<file path="src/sv/ulpm_pkg.sv">
// ----------------------------------------------------------------------------
// ulpm_pkg: shared types and constants of the line pattern matcher
// Register indexes, match modes, reset values of the pattern registers and
// the structs that pass between the top level and its pattern lanes.
// ----------------------------------------------------------------------------
`default_nettype none

package ulpm_pkg;

  // Pattern slots held in the register file
  localparam int unsigned NumSlots  = 4;
  // Bytes per pattern register
  localparam int unsigned SlotBytes = 8;
  // Width of one pattern length field
  localparam int unsigned LenW      = 4;
  // Width of the line length counter (lines never exceed 255 kept bytes)
  localparam int unsigned LineLenW  = 8;
  localparam int unsigned HitW      = 16;
  localparam int unsigned TotalW    = 32;
  localparam int unsigned CfgDataW  = 64;
  localparam int unsigned CfgIdxW   = 3;

  localparam logic [7:0] ByteCr = 8'h0D;
  localparam logic [7:0] ByteLf = 8'h0A;

  // Reset contents: "ATE", "RDY", two empty slots
  localparam logic [CfgDataW-1:0] Pat0Reset    = 64'h0000_0000_0045_5441;
  localparam logic [CfgDataW-1:0] Pat1Reset    = 64'h0000_0000_0059_4452;
  localparam logic [CfgDataW-1:0] Pat2Reset    = 64'h0;
  localparam logic [CfgDataW-1:0] Pat3Reset    = 64'h0;
  localparam logic [15:0]         LensReset    = 16'h0033;
  localparam logic [7:0]          ModesReset   = 8'h0C;
  localparam logic [3:0]          EnablesReset = 4'h3;

  typedef logic [SlotBytes-1:0][7:0] pat_bytes_t;

  typedef enum logic [CfgIdxW-1:0] {
    CfgPat0    = 3'd0,
    CfgPat1    = 3'd1,
    CfgPat2    = 3'd2,
    CfgPat3    = 3'd3,
    CfgLens    = 3'd4,
    CfgModes   = 3'd5,
    CfgEnables = 3'd6
  } cfg_idx_e;

  typedef enum logic [1:0] {
    ModePrefix   = 2'd0,
    ModeSuffix   = 2'd1,
    ModeContains = 2'd2,
    ModeExact    = 2'd3
  } mode_e;

  // Per-byte control broadcast to every lane
  typedef struct packed {
    logic [7:0]          data_byte;
    logic                append;
    logic                clear;
    logic [LineLenW-1:0] line_len;
    logic [LineLenW-1:0] line_len_new;
  } lane_ctl_t;

  // Lane verdict and its incremented hit count
  typedef struct packed {
    logic            hit;
    logic [HitW-1:0] hits_next;
  } lane_stat_t;

  // One result item
  typedef struct packed {
    logic              line_valid;
    logic              matched;
    logic [1:0]        pattern_index;
    logic [HitW-1:0]   pattern_hits;
    logic              call_end;
    logic              call_matched;
    logic [TotalW-1:0] matched_calls_total;
  } res_t;

endpackage

`default_nettype wire

</file>
<file path="src/sv/ulpm_byte_cell.sv">
// ----------------------------------------------------------------------------
// ulpm_byte_cell: one byte of the line tail window
// Holds one kept byte and hands it to the next cell when a byte is appended.
// Compares the byte it will hold against the matching byte of every pattern.
// ----------------------------------------------------------------------------
`default_nettype none

module ulpm_byte_cell #(
  parameter int unsigned NumLanes = 4,
  parameter int unsigned CellIdx  = 0
) (
  input  wire logic                                      clk_i,
  input  wire logic                                      rst_ni,
  input  wire logic                                      shift_i,
  input  wire logic                                      clear_i,
  input  wire logic [7:0]                                byte_i,
  input  wire logic                                      valid_i,
  input  wire ulpm_pkg::pat_bytes_t [NumLanes-1:0]       pat_i,
  input  wire logic [NumLanes-1:0][ulpm_pkg::LenW-1:0]   len_i,
  output logic [7:0]                                     byte_o,
  output logic                                           valid_o,
  output logic [NumLanes-1:0]                            match_o
);

  logic [7:0] byte_q;
  logic       valid_q;
  logic [7:0] view_byte;
  logic       view_valid;

  // Look at the contents after this step's shift
  assign view_byte  = shift_i ? byte_i  : byte_q;
  assign view_valid = shift_i ? valid_i : valid_q;

  // Compare against pattern byte (len - 1 - CellIdx) where the pattern reaches
  always_comb begin
    logic [ulpm_pkg::LenW-1:0] sel;
    for (int k = 0; k < NumLanes; k++) begin
      sel = len_i[k] - ulpm_pkg::LenW'(CellIdx) - ulpm_pkg::LenW'(1);
      if (ulpm_pkg::LenW'(CellIdx) >= len_i[k]) begin
        match_o[k] = 1'b1;
      end else begin
        match_o[k] = view_valid && (view_byte == pat_i[k][sel[2:0]]);
      end
    end
  end

  // Hold the byte; drop it when the line closes
  always_ff @(posedge clk_i or negedge rst_ni) begin
    if (!rst_ni) begin
      valid_q <= 1'b0;
    end else if (clear_i) begin
      valid_q <= 1'b0;
    end else if (shift_i) begin
      valid_q <= valid_i;
    end
  end

  always_ff @(posedge clk_i) begin
    if (shift_i) begin
      byte_q <= byte_i;
    end
  end

  assign byte_o  = byte_q;
  assign valid_o = valid_q;

endmodule

`default_nettype wire

</file>
<file path="src/sv/ulpm_lane.sv">
// ----------------------------------------------------------------------------
// ulpm_lane: match state and hit counter of one pattern
// Tracks whether the line still starts with the pattern and whether the
// pattern was seen anywhere, judges the line in the pattern's mode and keeps
// the saturating hit counter.
// ----------------------------------------------------------------------------
`default_nettype none

module ulpm_lane (
  input  wire logic                          clk_i,
  input  wire logic                          rst_ni,
  input  wire ulpm_pkg::lane_ctl_t           ctl_i,
  input  wire logic                          enable_i,
  input  wire ulpm_pkg::mode_e               mode_i,
  input  wire logic [ulpm_pkg::LenW-1:0]     len_i,
  input  wire ulpm_pkg::pat_bytes_t          pat_i,
  input  wire logic                          tail_match_i,
  input  wire logic                          bump_i,
  output ulpm_pkg::lane_stat_t               stat_o
);

  logic                      alive_q, alive_d;
  logic                      contain_q, contain_d;
  logic [ulpm_pkg::HitW-1:0] cnt_q;
  logic [ulpm_pkg::LineLenW-1:0] len_ext;
  logic                      kill;
  logic                      hit;

  assign len_ext = ulpm_pkg::LineLenW'(len_i);

  // Drop the prefix flag when a byte inside the pattern length differs
  assign kill = (ctl_i.line_len < len_ext) &&
                (ctl_i.data_byte != pat_i[ctl_i.line_len[2:0]]);
  assign alive_d   = alive_q & ~(ctl_i.append & kill);
  assign contain_d = contain_q | (ctl_i.append & tail_match_i);

  // Judge the line as it stands after this byte
  always_comb begin
    unique case (mode_i)
      ulpm_pkg::ModePrefix:   hit = alive_d && (ctl_i.line_len_new >= len_ext);
      ulpm_pkg::ModeSuffix:   hit = tail_match_i;
      ulpm_pkg::ModeContains: hit = (len_i == '0) || contain_d;
      ulpm_pkg::ModeExact:    hit = alive_d && (ctl_i.line_len_new == len_ext);
      default:                hit = 1'b0;
    endcase
  end

  assign stat_o.hit       = enable_i && hit;
  assign stat_o.hits_next = (cnt_q == '1) ? cnt_q : cnt_q + ulpm_pkg::HitW'(1);

  // Advance line flags; restart them when the line closes
  always_ff @(posedge clk_i or negedge rst_ni) begin
    if (!rst_ni) begin
      alive_q   <= 1'b1;
      contain_q <= 1'b0;
      cnt_q     <= '0;
    end else begin
      if (ctl_i.clear) begin
        alive_q   <= 1'b1;
        contain_q <= 1'b0;
      end else begin
        alive_q   <= alive_d;
        contain_q <= contain_d;
      end
      if (bump_i) begin
        cnt_q <= stat_o.hits_next;
      end
    end
  end

endmodule

`default_nettype wire

</file>
<file path="src/sv/urc_line_pattern_matcher.sv">
// ----------------------------------------------------------------------------
// urc_line_pattern_matcher: multi-pattern matcher for modem result lines
// Splits the byte stream into lines at CR or LF, matches each line against
// the enabled patterns and counts hits per pattern and matched calls.
// ----------------------------------------------------------------------------
//
//   channel  direction  handshake                 payload
//   in       input      in_valid_i / in_stall_o   data_byte_i, last_of_call_i
//   out      output     out_valid_o / out_stall_i line_valid_o .. matched_calls_total_o
//   cfg      input      cfg_we_i                  cfg_idx_i, cfg_data_i
//
// One byte is taken in every cycle while in_stall_o is low; a line is judged in the
// cycle its closing byte arrives, against a tail window of MAX_PATTERN_LEN byte cells.
// A result is registered, in the skid register when the output register is stalled.
// The output holds two results; in_stall_o is high only while both are held.
// Reset restores the pattern registers and clears all counters at once.
//
`default_nettype none

module urc_line_pattern_matcher #(
  parameter int unsigned NUM_PATTERNS    = 4,
  parameter int unsigned MAX_PATTERN_LEN = 8,
  parameter int unsigned MAX_LINE_LEN    = 255
) (
  input  wire logic                              clk_i,
  input  wire logic                              rst_ni,
  input  wire logic                              in_valid_i,
  output logic                                   in_stall_o,
  input  wire logic [7:0]                        data_byte_i,
  input  wire logic                              last_of_call_i,
  output logic                                   out_valid_o,
  input  wire logic                              out_stall_i,
  output logic                                   line_valid_o,
  output logic                                   matched_o,
  output logic [1:0]                             pattern_index_o,
  output logic [ulpm_pkg::HitW-1:0]              pattern_hits_o,
  output logic                                   call_end_o,
  output logic                                   call_matched_o,
  output logic [ulpm_pkg::TotalW-1:0]            matched_calls_total_o,
  input  wire logic                              cfg_we_i,
  input  wire logic [ulpm_pkg::CfgIdxW-1:0]      cfg_idx_i,
  input  wire logic [ulpm_pkg::CfgDataW-1:0]     cfg_data_i
);

  localparam int unsigned NumLanes =
      (NUM_PATTERNS < ulpm_pkg::NumSlots) ? NUM_PATTERNS : ulpm_pkg::NumSlots;
  localparam int unsigned NumCells = MAX_PATTERN_LEN;

  // Configuration registers
  ulpm_pkg::pat_bytes_t [ulpm_pkg::NumSlots-1:0] pat_q;
  logic [15:0] lens_q;
  logic [7:0]  modes_q;
  logic [3:0]  enables_q;

  always_ff @(posedge clk_i or negedge rst_ni) begin
    if (!rst_ni) begin
      pat_q[0]  <= ulpm_pkg::Pat0Reset;
      pat_q[1]  <= ulpm_pkg::Pat1Reset;
      pat_q[2]  <= ulpm_pkg::Pat2Reset;
      pat_q[3]  <= ulpm_pkg::Pat3Reset;
      lens_q    <= ulpm_pkg::LensReset;
      modes_q   <= ulpm_pkg::ModesReset;
      enables_q <= ulpm_pkg::EnablesReset;
    end else if (cfg_we_i) begin
      unique case (ulpm_pkg::cfg_idx_e'(cfg_idx_i))
        ulpm_pkg::CfgPat0:    pat_q[0]  <= cfg_data_i;
        ulpm_pkg::CfgPat1:    pat_q[1]  <= cfg_data_i;
        ulpm_pkg::CfgPat2:    pat_q[2]  <= cfg_data_i;
        ulpm_pkg::CfgPat3:    pat_q[3]  <= cfg_data_i;
        ulpm_pkg::CfgLens:    lens_q    <= cfg_data_i[15:0];
        ulpm_pkg::CfgModes:   modes_q   <= cfg_data_i[7:0];
        ulpm_pkg::CfgEnables: enables_q <= cfg_data_i[3:0];
        default: ;
      endcase
    end
  end

  // Saturate each pattern length to the window depth
  ulpm_pkg::pat_bytes_t [NumLanes-1:0]          lane_pat;
  logic [NumLanes-1:0][ulpm_pkg::LenW-1:0]      lane_len;

  always_comb begin
    logic [ulpm_pkg::LenW-1:0] raw;
    for (int k = 0; k < NumLanes; k++) begin
      raw         = lens_q[ulpm_pkg::LenW*k +: ulpm_pkg::LenW];
      lane_len[k] = (raw > ulpm_pkg::LenW'(MAX_PATTERN_LEN)) ?
                    ulpm_pkg::LenW'(MAX_PATTERN_LEN) : raw;
      lane_pat[k] = pat_q[k];
    end
  end

  // Line state and per-byte decode
  logic [ulpm_pkg::LineLenW-1:0] line_len_q, line_len_new;
  logic accept, eol, append, done, last, close_line;

  assign accept = in_valid_i && !in_stall_o;
  assign last   = accept && last_of_call_i;
  assign eol    = (data_byte_i == ulpm_pkg::ByteCr) || (data_byte_i == ulpm_pkg::ByteLf);
  assign append = accept && !eol && (line_len_q < ulpm_pkg::LineLenW'(MAX_LINE_LEN));
  assign line_len_new = append ? line_len_q + ulpm_pkg::LineLenW'(1) : line_len_q;
  assign done       = accept && (eol || last_of_call_i) && (line_len_new != '0);
  assign close_line = done || last;

  always_ff @(posedge clk_i or negedge rst_ni) begin
    if (!rst_ni) begin
      line_len_q <= '0;
    end else if (close_line) begin
      line_len_q <= '0;
    end else begin
      line_len_q <= line_len_new;
    end
  end

  // Tail window: a chain of byte cells, newest byte in cell 0
  logic [NumCells-1:0][7:0]          cell_byte;
  logic [NumCells-1:0]               cell_valid;
  logic [NumCells-1:0][NumLanes-1:0] cell_match;

  for (genvar m = 0; m < NumCells; m++) begin : g_cell
    logic [7:0] in_byte;
    logic       in_valid;
    if (m == 0) begin : g_head
      assign in_byte  = data_byte_i;
      assign in_valid = 1'b1;
    end else begin : g_link
      assign in_byte  = cell_byte[m-1];
      assign in_valid = cell_valid[m-1];
    end
    ulpm_byte_cell #(
      .NumLanes (NumLanes),
      .CellIdx  (m)
    ) u_cell (
      .clk_i   (clk_i),
      .rst_ni  (rst_ni),
      .shift_i (append),
      .clear_i (close_line),
      .byte_i  (in_byte),
      .valid_i (in_valid),
      .pat_i   (lane_pat),
      .len_i   (lane_len),
      .byte_o  (cell_byte[m]),
      .valid_o (cell_valid[m]),
      .match_o (cell_match[m])
    );
  end

  // Combine cell compares into one tail match per pattern
  logic [NumLanes-1:0] tail_match;

  always_comb begin
    tail_match = '1;
    for (int m = 0; m < NumCells; m++) begin
      tail_match = tail_match & cell_match[m];
    end
  end

  // Pattern lanes
  ulpm_pkg::lane_ctl_t                 lane_ctl;
  ulpm_pkg::lane_stat_t [NumLanes-1:0] lane_stat;
  logic [NumLanes-1:0]                 bump;

  assign lane_ctl.data_byte    = data_byte_i;
  assign lane_ctl.append       = append;
  assign lane_ctl.clear        = close_line;
  assign lane_ctl.line_len     = line_len_q;
  assign lane_ctl.line_len_new = line_len_new;

  for (genvar k = 0; k < NumLanes; k++) begin : g_lane
    ulpm_lane u_lane (
      .clk_i        (clk_i),
      .rst_ni       (rst_ni),
      .ctl_i        (lane_ctl),
      .enable_i     (enables_q[k]),
      .mode_i       (ulpm_pkg::mode_e'(modes_q[2*k +: 2])),
      .len_i        (lane_len[k]),
      .pat_i        (lane_pat[k]),
      .tail_match_i (tail_match[k]),
      .bump_i       (bump[k]),
      .stat_o       (lane_stat[k])
    );
  end

  // Pick the lowest-numbered matching pattern
  logic                      any_hit;
  logic [1:0]                win;
  logic [ulpm_pkg::HitW-1:0] win_hits;

  always_comb begin
    any_hit  = 1'b0;
    win      = '0;
    win_hits = '0;
    for (int k = NumLanes - 1; k >= 0; k--) begin
      if (lane_stat[k].hit) begin
        any_hit  = 1'b1;
        win      = 2'(k);
        win_hits = lane_stat[k].hits_next;
      end
    end
  end

  always_comb begin
    for (int k = 0; k < NumLanes; k++) begin
      bump[k] = done && any_hit && (win == 2'(k));
    end
  end

  // Call bookkeeping
  logic                        call_hit_q, call_hit_now;
  logic [ulpm_pkg::TotalW-1:0] calls_q, calls_d;

  assign call_hit_now = call_hit_q || (done && any_hit);
  assign calls_d = (last && call_hit_now && (calls_q != '1)) ?
                   calls_q + ulpm_pkg::TotalW'(1) : calls_q;

  always_ff @(posedge clk_i or negedge rst_ni) begin
    if (!rst_ni) begin
      call_hit_q <= 1'b0;
      calls_q    <= '0;
    end else begin
      call_hit_q <= last ? 1'b0 : call_hit_now;
      calls_q    <= calls_d;
    end
  end

  // Assemble the result item
  ulpm_pkg::res_t res;
  logic           emit;

  assign emit                    = close_line;
  assign res.line_valid          = done;
  assign res.matched             = done && any_hit;
  assign res.pattern_index       = (done && any_hit) ? win : 2'd0;
  assign res.pattern_hits        = (done && any_hit) ? win_hits : '0;
  assign res.call_end            = last;
  assign res.call_matched        = last && call_hit_now;
  assign res.matched_calls_total = calls_d;

  // Two-deep output buffer: output register plus skid register
  ulpm_pkg::res_t out_q, skid_q;
  logic           out_valid_q, skid_valid_q;
  logic           out_take;

  assign out_take   = out_valid_q && !out_stall_i;
  assign in_stall_o = skid_valid_q;

  always_ff @(posedge clk_i or negedge rst_ni) begin
    if (!rst_ni) begin
      out_valid_q  <= 1'b0;
      skid_valid_q <= 1'b0;
    end else if (skid_valid_q) begin
      if (out_take) begin
        skid_valid_q <= 1'b0;
      end
    end else if (out_valid_q && !out_take) begin
      skid_valid_q <= emit;
    end else begin
      out_valid_q <= emit;
    end
  end

  always_ff @(posedge clk_i) begin
    if (skid_valid_q) begin
      if (out_take) begin
        out_q <= skid_q;
      end
    end else if (out_valid_q && !out_take) begin
      if (emit) begin
        skid_q <= res;
      end
    end else if (emit) begin
      out_q <= res;
    end
  end

  assign out_valid_o           = out_valid_q;
  assign line_valid_o          = out_q.line_valid;
  assign matched_o             = out_q.matched;
  assign pattern_index_o       = out_q.pattern_index;
  assign pattern_hits_o        = out_q.pattern_hits;
  assign call_end_o            = out_q.call_end;
  assign call_matched_o        = out_q.call_matched;
  assign matched_calls_total_o = out_q.matched_calls_total;

endmodule

`default_nettype wire

</file>
<file path="config.mk">
export PLATFORM = sky130hd
export DESIGN_NAME = urc_line_pattern_matcher
export DESIGN_NICKNAME = d
export VERILOG_FILES = /design/src/sv/ulpm_pkg.sv /design/src/sv/ulpm_byte_cell.sv /design/src/sv/ulpm_lane.sv /design/src/sv/urc_line_pattern_matcher.sv
export SDC_FILE = /design/constraint.sdc
export NUM_CORES = 2
export LEC_CHECK = 0
export BUFFER_PORTS_ARGS = -buffer_cell sky130_fd_sc_hd__buf_2
export CAP_MARGIN = 20
export CORE_ASPECT_RATIO = 1.25
export CORE_MARGIN = 4
export CORE_UTILIZATION = 40
export CTS_CLUSTER_DIAMETER = 60
export DETAILED_ROUTE_END_ITERATION = 16
export GPL_TIMING_DRIVEN = 0
export PLACE_DENSITY = 0.63
export REMOVE_ABC_BUFFERS = 1
export SYNTH_ARGS = -nofsm -noshare
export SYNTH_HDL_FRONTEND = slang
export SYNTH_HIERARCHICAL = 1
export SYNTH_SLANG_ARGS = --single-unit
</file>
<file path="constraint.sdc">
create_clock -name clk_i -period 6.8 [get_ports clk_i]
set_input_delay 0.68 -clock clk_i [delete_from_list [all_inputs] [get_ports clk_i]]
set_output_delay 0.68 -clock clk_i [all_outputs]
set_load 0.05 [all_outputs]
</file>
==> impl_summary.txt <==
----------------------------------------------------
[Synthesis]
  Post-synth top area cell ... sky130_fd_sc_hd__dfrtp_1
  Cell count after synthesis ... 4,252
  Unique cell type count in the Yosys netlist ... 111
  Area share of the largest cell type after synthesis ... 0.190
  Number of synthesized flops with an enable pin ... 108
  Post-synth top flop ... sky130_fd_sc_hd__dfrtp_1
  Cells taking the most area after synthesis ... sky130_fd_sc_hd__dfrtp_1 (19%), sky130_fd_sc_hd__mux4_2 (16%), sky130_fd_sc_hd__mux2i_1 (9.7%), sky130_fd_sc_hd__mux2_2 (9.1%), sky130_fd_sc_hd__edfxtp_1 (6.5%)
  Warnings from Yosys ... 6
  Library cell with the highest instance count after synthesis ... sky130_fd_sc_hd__mux2i_1
  Share of flip-flops with an asynchronous set or reset ... 0.703
  Register area share after synthesis ... 0.297
  Cell area after synthesis ... 49,700 um2
  Flip-flop and latch count after synthesis ... 579
  Commonest cells post-synth ... sky130_fd_sc_hd__mux2i_1 (483), sky130_fd_sc_hd__mux2_2 (401), sky130_fd_sc_hd__dfrtp_1 (378), sky130_fd_sc_hd__mux4_2 (348), sky130_fd_sc_hd__xnor2_1 (323)
  Per-instance average area after synthesis ... around 12 um2

[GRT]
  Vias in the first global route ... 37,600
  Global-route total usage across every layer ... 0.276
  Remaining global-route overflow ... 0
  Pin count of the biggest net entering global routing ... 111
  Initial antenna violation count ... 17
  Global-route wire length before repair ... ~260,000 um

[Clocking]
  CTS tree ... yes
  Max Root-Sink Buffers ... 3
  Sink count of the clock tree ... 579
  Clock root cell ... sky130_fd_sc_hd__clkbuf_16
  Maximum level of the CTS H-tree ... 3
  Clock-pin slew of the registers on the worst-case setup and hold paths ... 0.06 ns
  Clock latency of the later-clocked register in the worst-skew pair ... 0.70 ns
  Number of hold buffers added after cts ... 0
  Number of buffers created by CTS ... 72

[Finish]
  Number of inserted filler cells in the final layout ... 11,200
  Final net count ... 4,521
  Synthesis-to-layout area growth ... 13.8%
  Fraction of final layout cells with drive strength greater than 1 ... 0.321
  Core Util, Final ... 0.458

[Routing]
  Via count ... about 39,000
  Drc violations ... 0
  Vias per cell ... 6.55
  Detailed Route Iter0 Violations ... 4,426
  DRT antenna net count ... 0
  Total wire length after detailed routing ... 183,000 um
  Routed wire per std cell ... 30.5 um
  DRT Pass-1 Iters ... 5

[STA]
  Slew Limit Fails ... 0
  Actual transition at the worst max-transition pin ... 1.26 ns
  Max-slew headroom ... 0.153
  Final setup violating endpoints ... 0
  Minimum clock period ... roughly 6.7 ns
  Setup repair after global routing missed its margin ... yes
  Setup TNS ... 0 ns
  Final setup margin ... ~0.12 ns
  Fin crit share ... 0.983
  Worst hold slack after final layout ... -0.0142 ns
  Clk_skew ... ~0.051 ns
  Achievable frequency ... between 100 and 150 MHz
  Endpoints failing hold ... 1

[Floorplanning]
  Total I/O pin count ... about 140
  DIE HEIGHT ... 402 um
  Effective utilization at floorplan ... 0.403
  Floorplan die area ... 130,000 um2
  Chip width ... 323 um
  Row count ... 144
  Core area ... between 100,000 and 150,000 um2

[Status]
  Violated checks ... negative hold slack
  Status ... finished, violations left

[Power and ir drop]
  Total power after layout ... 0.0243 W
  PD cells ... ~430 nW/um2
  Total leakage power ... roughly 22 nW
  Largest vdd supply drop ... 0.235 mV

[Critical path]
  Data required time at the worst endpoint ... 7.24 ns
  Largest fanout on the critical path ... 59
  Worst R2R Setup Slack ... 0.12 ns
  Reg-to-reg startpoint ... line_len_q[0]$_DFF_PN0_
  Origin of the worst setup path ... line_len_q[0]$_DFF_PN0_
  Logic depth of the worst register-to-register path ... 27
  Critical path startpoint category ... register
  Worst Path Arrival ... 7.13 ns
  Start-to-end type of the worst setup path ... register to register
  Critical register-to-register path endpoint ... skid_q[30]$_DFFE_PP_
  Kind of end point of the critical path ... register

[Placement]
  Worst setup timing slack at the placement stage ... -2.29 ns
  Count of input and output buffers ... 136
  Routability-driven placement congestion ratio ... between 0.9 and 1
  Hpwl dp ... 135,000 um

[Run]
  Max-capacitance violation count ... 0

[Hold path]
  Hold crit path type ... primary input to async pin

----------------------------------------------------
==> worst max-delay path: stages (launching register included) <==
cell,delay [ns]
sky130_fd_sc_hd__dfrtp_4,0.50
sky130_fd_sc_hd__buf_16,0.20
sky130_fd_sc_hd__ha_2,0.26
sky130_fd_sc_hd__and2_1,0.21
sky130_fd_sc_hd__a31o_2,0.29
sky130_fd_sc_hd__nor2_4,0.20
sky130_fd_sc_hd__buf_12,0.21
sky130_fd_sc_hd__buf_16,0.20
sky130_fd_sc_hd__mux2i_2,0.55
sky130_fd_sc_hd__inv_1,0.31
sky130_fd_sc_hd__xnor2_1,0.27
sky130_fd_sc_hd__nand3_1,0.10
sky130_fd_sc_hd__o32ai_1,0.48
sky130_fd_sc_hd__nand4_1,0.21
sky130_fd_sc_hd__nor2_4,0.23
sky130_fd_sc_hd__a21oi_1,0.13
sky130_fd_sc_hd__o41ai_1,0.10
sky130_fd_sc_hd__a22o_1,0.18
sky130_fd_sc_hd__nand3b_1,0.13
sky130_fd_sc_hd__o31ai_4,0.16
sky130_fd_sc_hd__nor2_1,0.16
sky130_fd_sc_hd__nand2_2,0.17
sky130_fd_sc_hd__nor2_2,0.08
sky130_fd_sc_hd__nor4b_2,0.30
sky130_fd_sc_hd__nand2_1,0.11
sky130_fd_sc_hd__buf_4,0.16
sky130_fd_sc_hd__o21a_1,0.17
sky130_fd_sc_hd__or2_2,0.30
==> state kept, by name, summed over array words and instances, names as in the netlist, 16 cells and up <==
register and flops:
skid_q 54, g_cell.u_cell/byte_o 64, pattern_hits_o 16, calls_q 32, g_lane.u_lane/cnt_q 64, matched_calls_total_o 32
lens_q 16, lane_pat 256
==> cell families after synthesis <==
| group | after synthesis | synth area share |
|---|---|---|
| mux | 1329 | 0.392 |
| compound gates | 425 | 0.0635 |
| other cells | 1 | 0.0000755 |
| fa+ha+maj | 86 | 0.0217 |
| buf+inv | 430 | 0.0454 |
| xor+xnor | 381 | 0.0688 |
| flops | 579 | 0.297 |
| simple gates | 1021 | 0.112 |
==> repair_timing <==
action                     in CTS  in global routing
cloned                          6                  1
pin swaps                      14                  9
hold endpoints to repair        0                  0
setup endpoints to repair     201                121
gates resized for setup        99                 44
buffers inserted               46                 32
==> through the flow <==
stage	cells	cell area (um2)
6_report	6022	56600
5_1_grt	6019	56500
4_1_cts	5985	56000
3_5_place_dp	5801	52500
3_3_place_gp	5714	50700
2_1_floorplan	3972	48000
==> per-layer routing <==
layer / track usage / share of wire / vias up
li1: - / - / 16600
met1: 0.357 / 0.39 / 20200
met2: 0.437 / 0.46 / 2129
met3: 0.0477 / 0.084 / 496
met4: 0.155 / 0.071 / 2
met5: 0 / 0.000071 / -
==> worst max-delay path by stage <==
stage and endpoint:
2_1_floorplan matched_calls_total_o[7]$_DFFE_PP_, 3_3_place_gp g_lane[3].u_lane/cnt_q[5]$_DFFE_PN0P_, 3_5_place_dp g_lane[3].u_lane/cnt_q[5]$_DFFE_PN0P_, 4_1_cts skid_q[30]$_DFFE_PP_, 5_1_grt skid_q[30]$_DFFE_PP_, 6_report skid_q[30]$_DFFE_PP_
==> report_power, final <==
part | switching (W) | leakage (nW) | internal, W | total [W]
Clock | 0.00177 | 1.19 | 0.00220 | 0.00397
Sequential | 0.00144 | 6.62 | 0.00437 | 0.00582
Combinational | 0.00800 | 14.3 | 0.00657 | 0.0146
==> placed cells by master (no fill, tap or decap), types with 26 or more instances in the layout <==
cell type                   netlist  routed
sky130_fd_sc_hd__buf_12           5      39
sky130_fd_sc_hd__and2_1          40      39
sky130_fd_sc_hd__a31oi_1         28      27
sky130_fd_sc_hd__nor4_1          35      31
sky130_fd_sc_hd__mux4_1          75      75
sky130_fd_sc_hd__a21oi_1         69      67
sky130_fd_sc_hd__nand2_1        213     212
sky130_fd_sc_hd__dfrtp_1        378     370
sky130_fd_sc_hd__mux2_2         401     401
sky130_fd_sc_hd__nor3_1          61      59
sky130_fd_sc_hd__buf_4           33      71
sky130_fd_sc_hd__nor3b_1         70      67
sky130_fd_sc_hd__a21o_1          26      26
sky130_fd_sc_hd__nand2b_1        29      29
sky130_fd_sc_hd__nand4_1         79      79
sky130_fd_sc_hd__o21ai_0         40      40
sky130_fd_sc_hd__xnor2_1        323     315
sky130_fd_sc_hd__dfstp_2         29      29
sky130_fd_sc_hd__nor2_1         181     174
sky130_fd_sc_hd__ha_1            86      66
sky130_fd_sc_hd__mux4_2         348     348
sky130_fd_sc_hd__inv_1          130     124
sky130_fd_sc_hd__nor2b_1         62      49
sky130_fd_sc_hd__edfxtp_1       108     108
sky130_fd_sc_hd__mux2i_1        483     449
sky130_fd_sc_hd__dfxtp_1         64      64
sky130_fd_sc_hd__o22ai_1         30      29
sky130_fd_sc_hd__clkbuf_16        0      73
sky130_fd_sc_hd__nand3b_1        46      46
sky130_fd_sc_hd__buf_2           96     135
sky130_fd_sc_hd__xor2_1          50      47
sky130_fd_sc_hd__and3_1          49      48
sky130_fd_sc_hd__a22oi_1         40      40
sky130_fd_sc_hd__nand3_1         77      77
==> cell type report <==
cell class,instances,area [um2],share of cell area
Timing Repair Buffer,305,3100,0.0549
Multi-Input combinational cell,3246,33700,0.595
Antenna cell,4,10.0,0.000177
Clock inverter,43,518,0.00916
Inverter,150,573,0.0101
Tap cell,1606,2010,0.0355
Sequential cell,579,14800,0.261
Clock buffer,89,1930,0.0340
No activity file was read; power rests on OpenSTA's default activity.
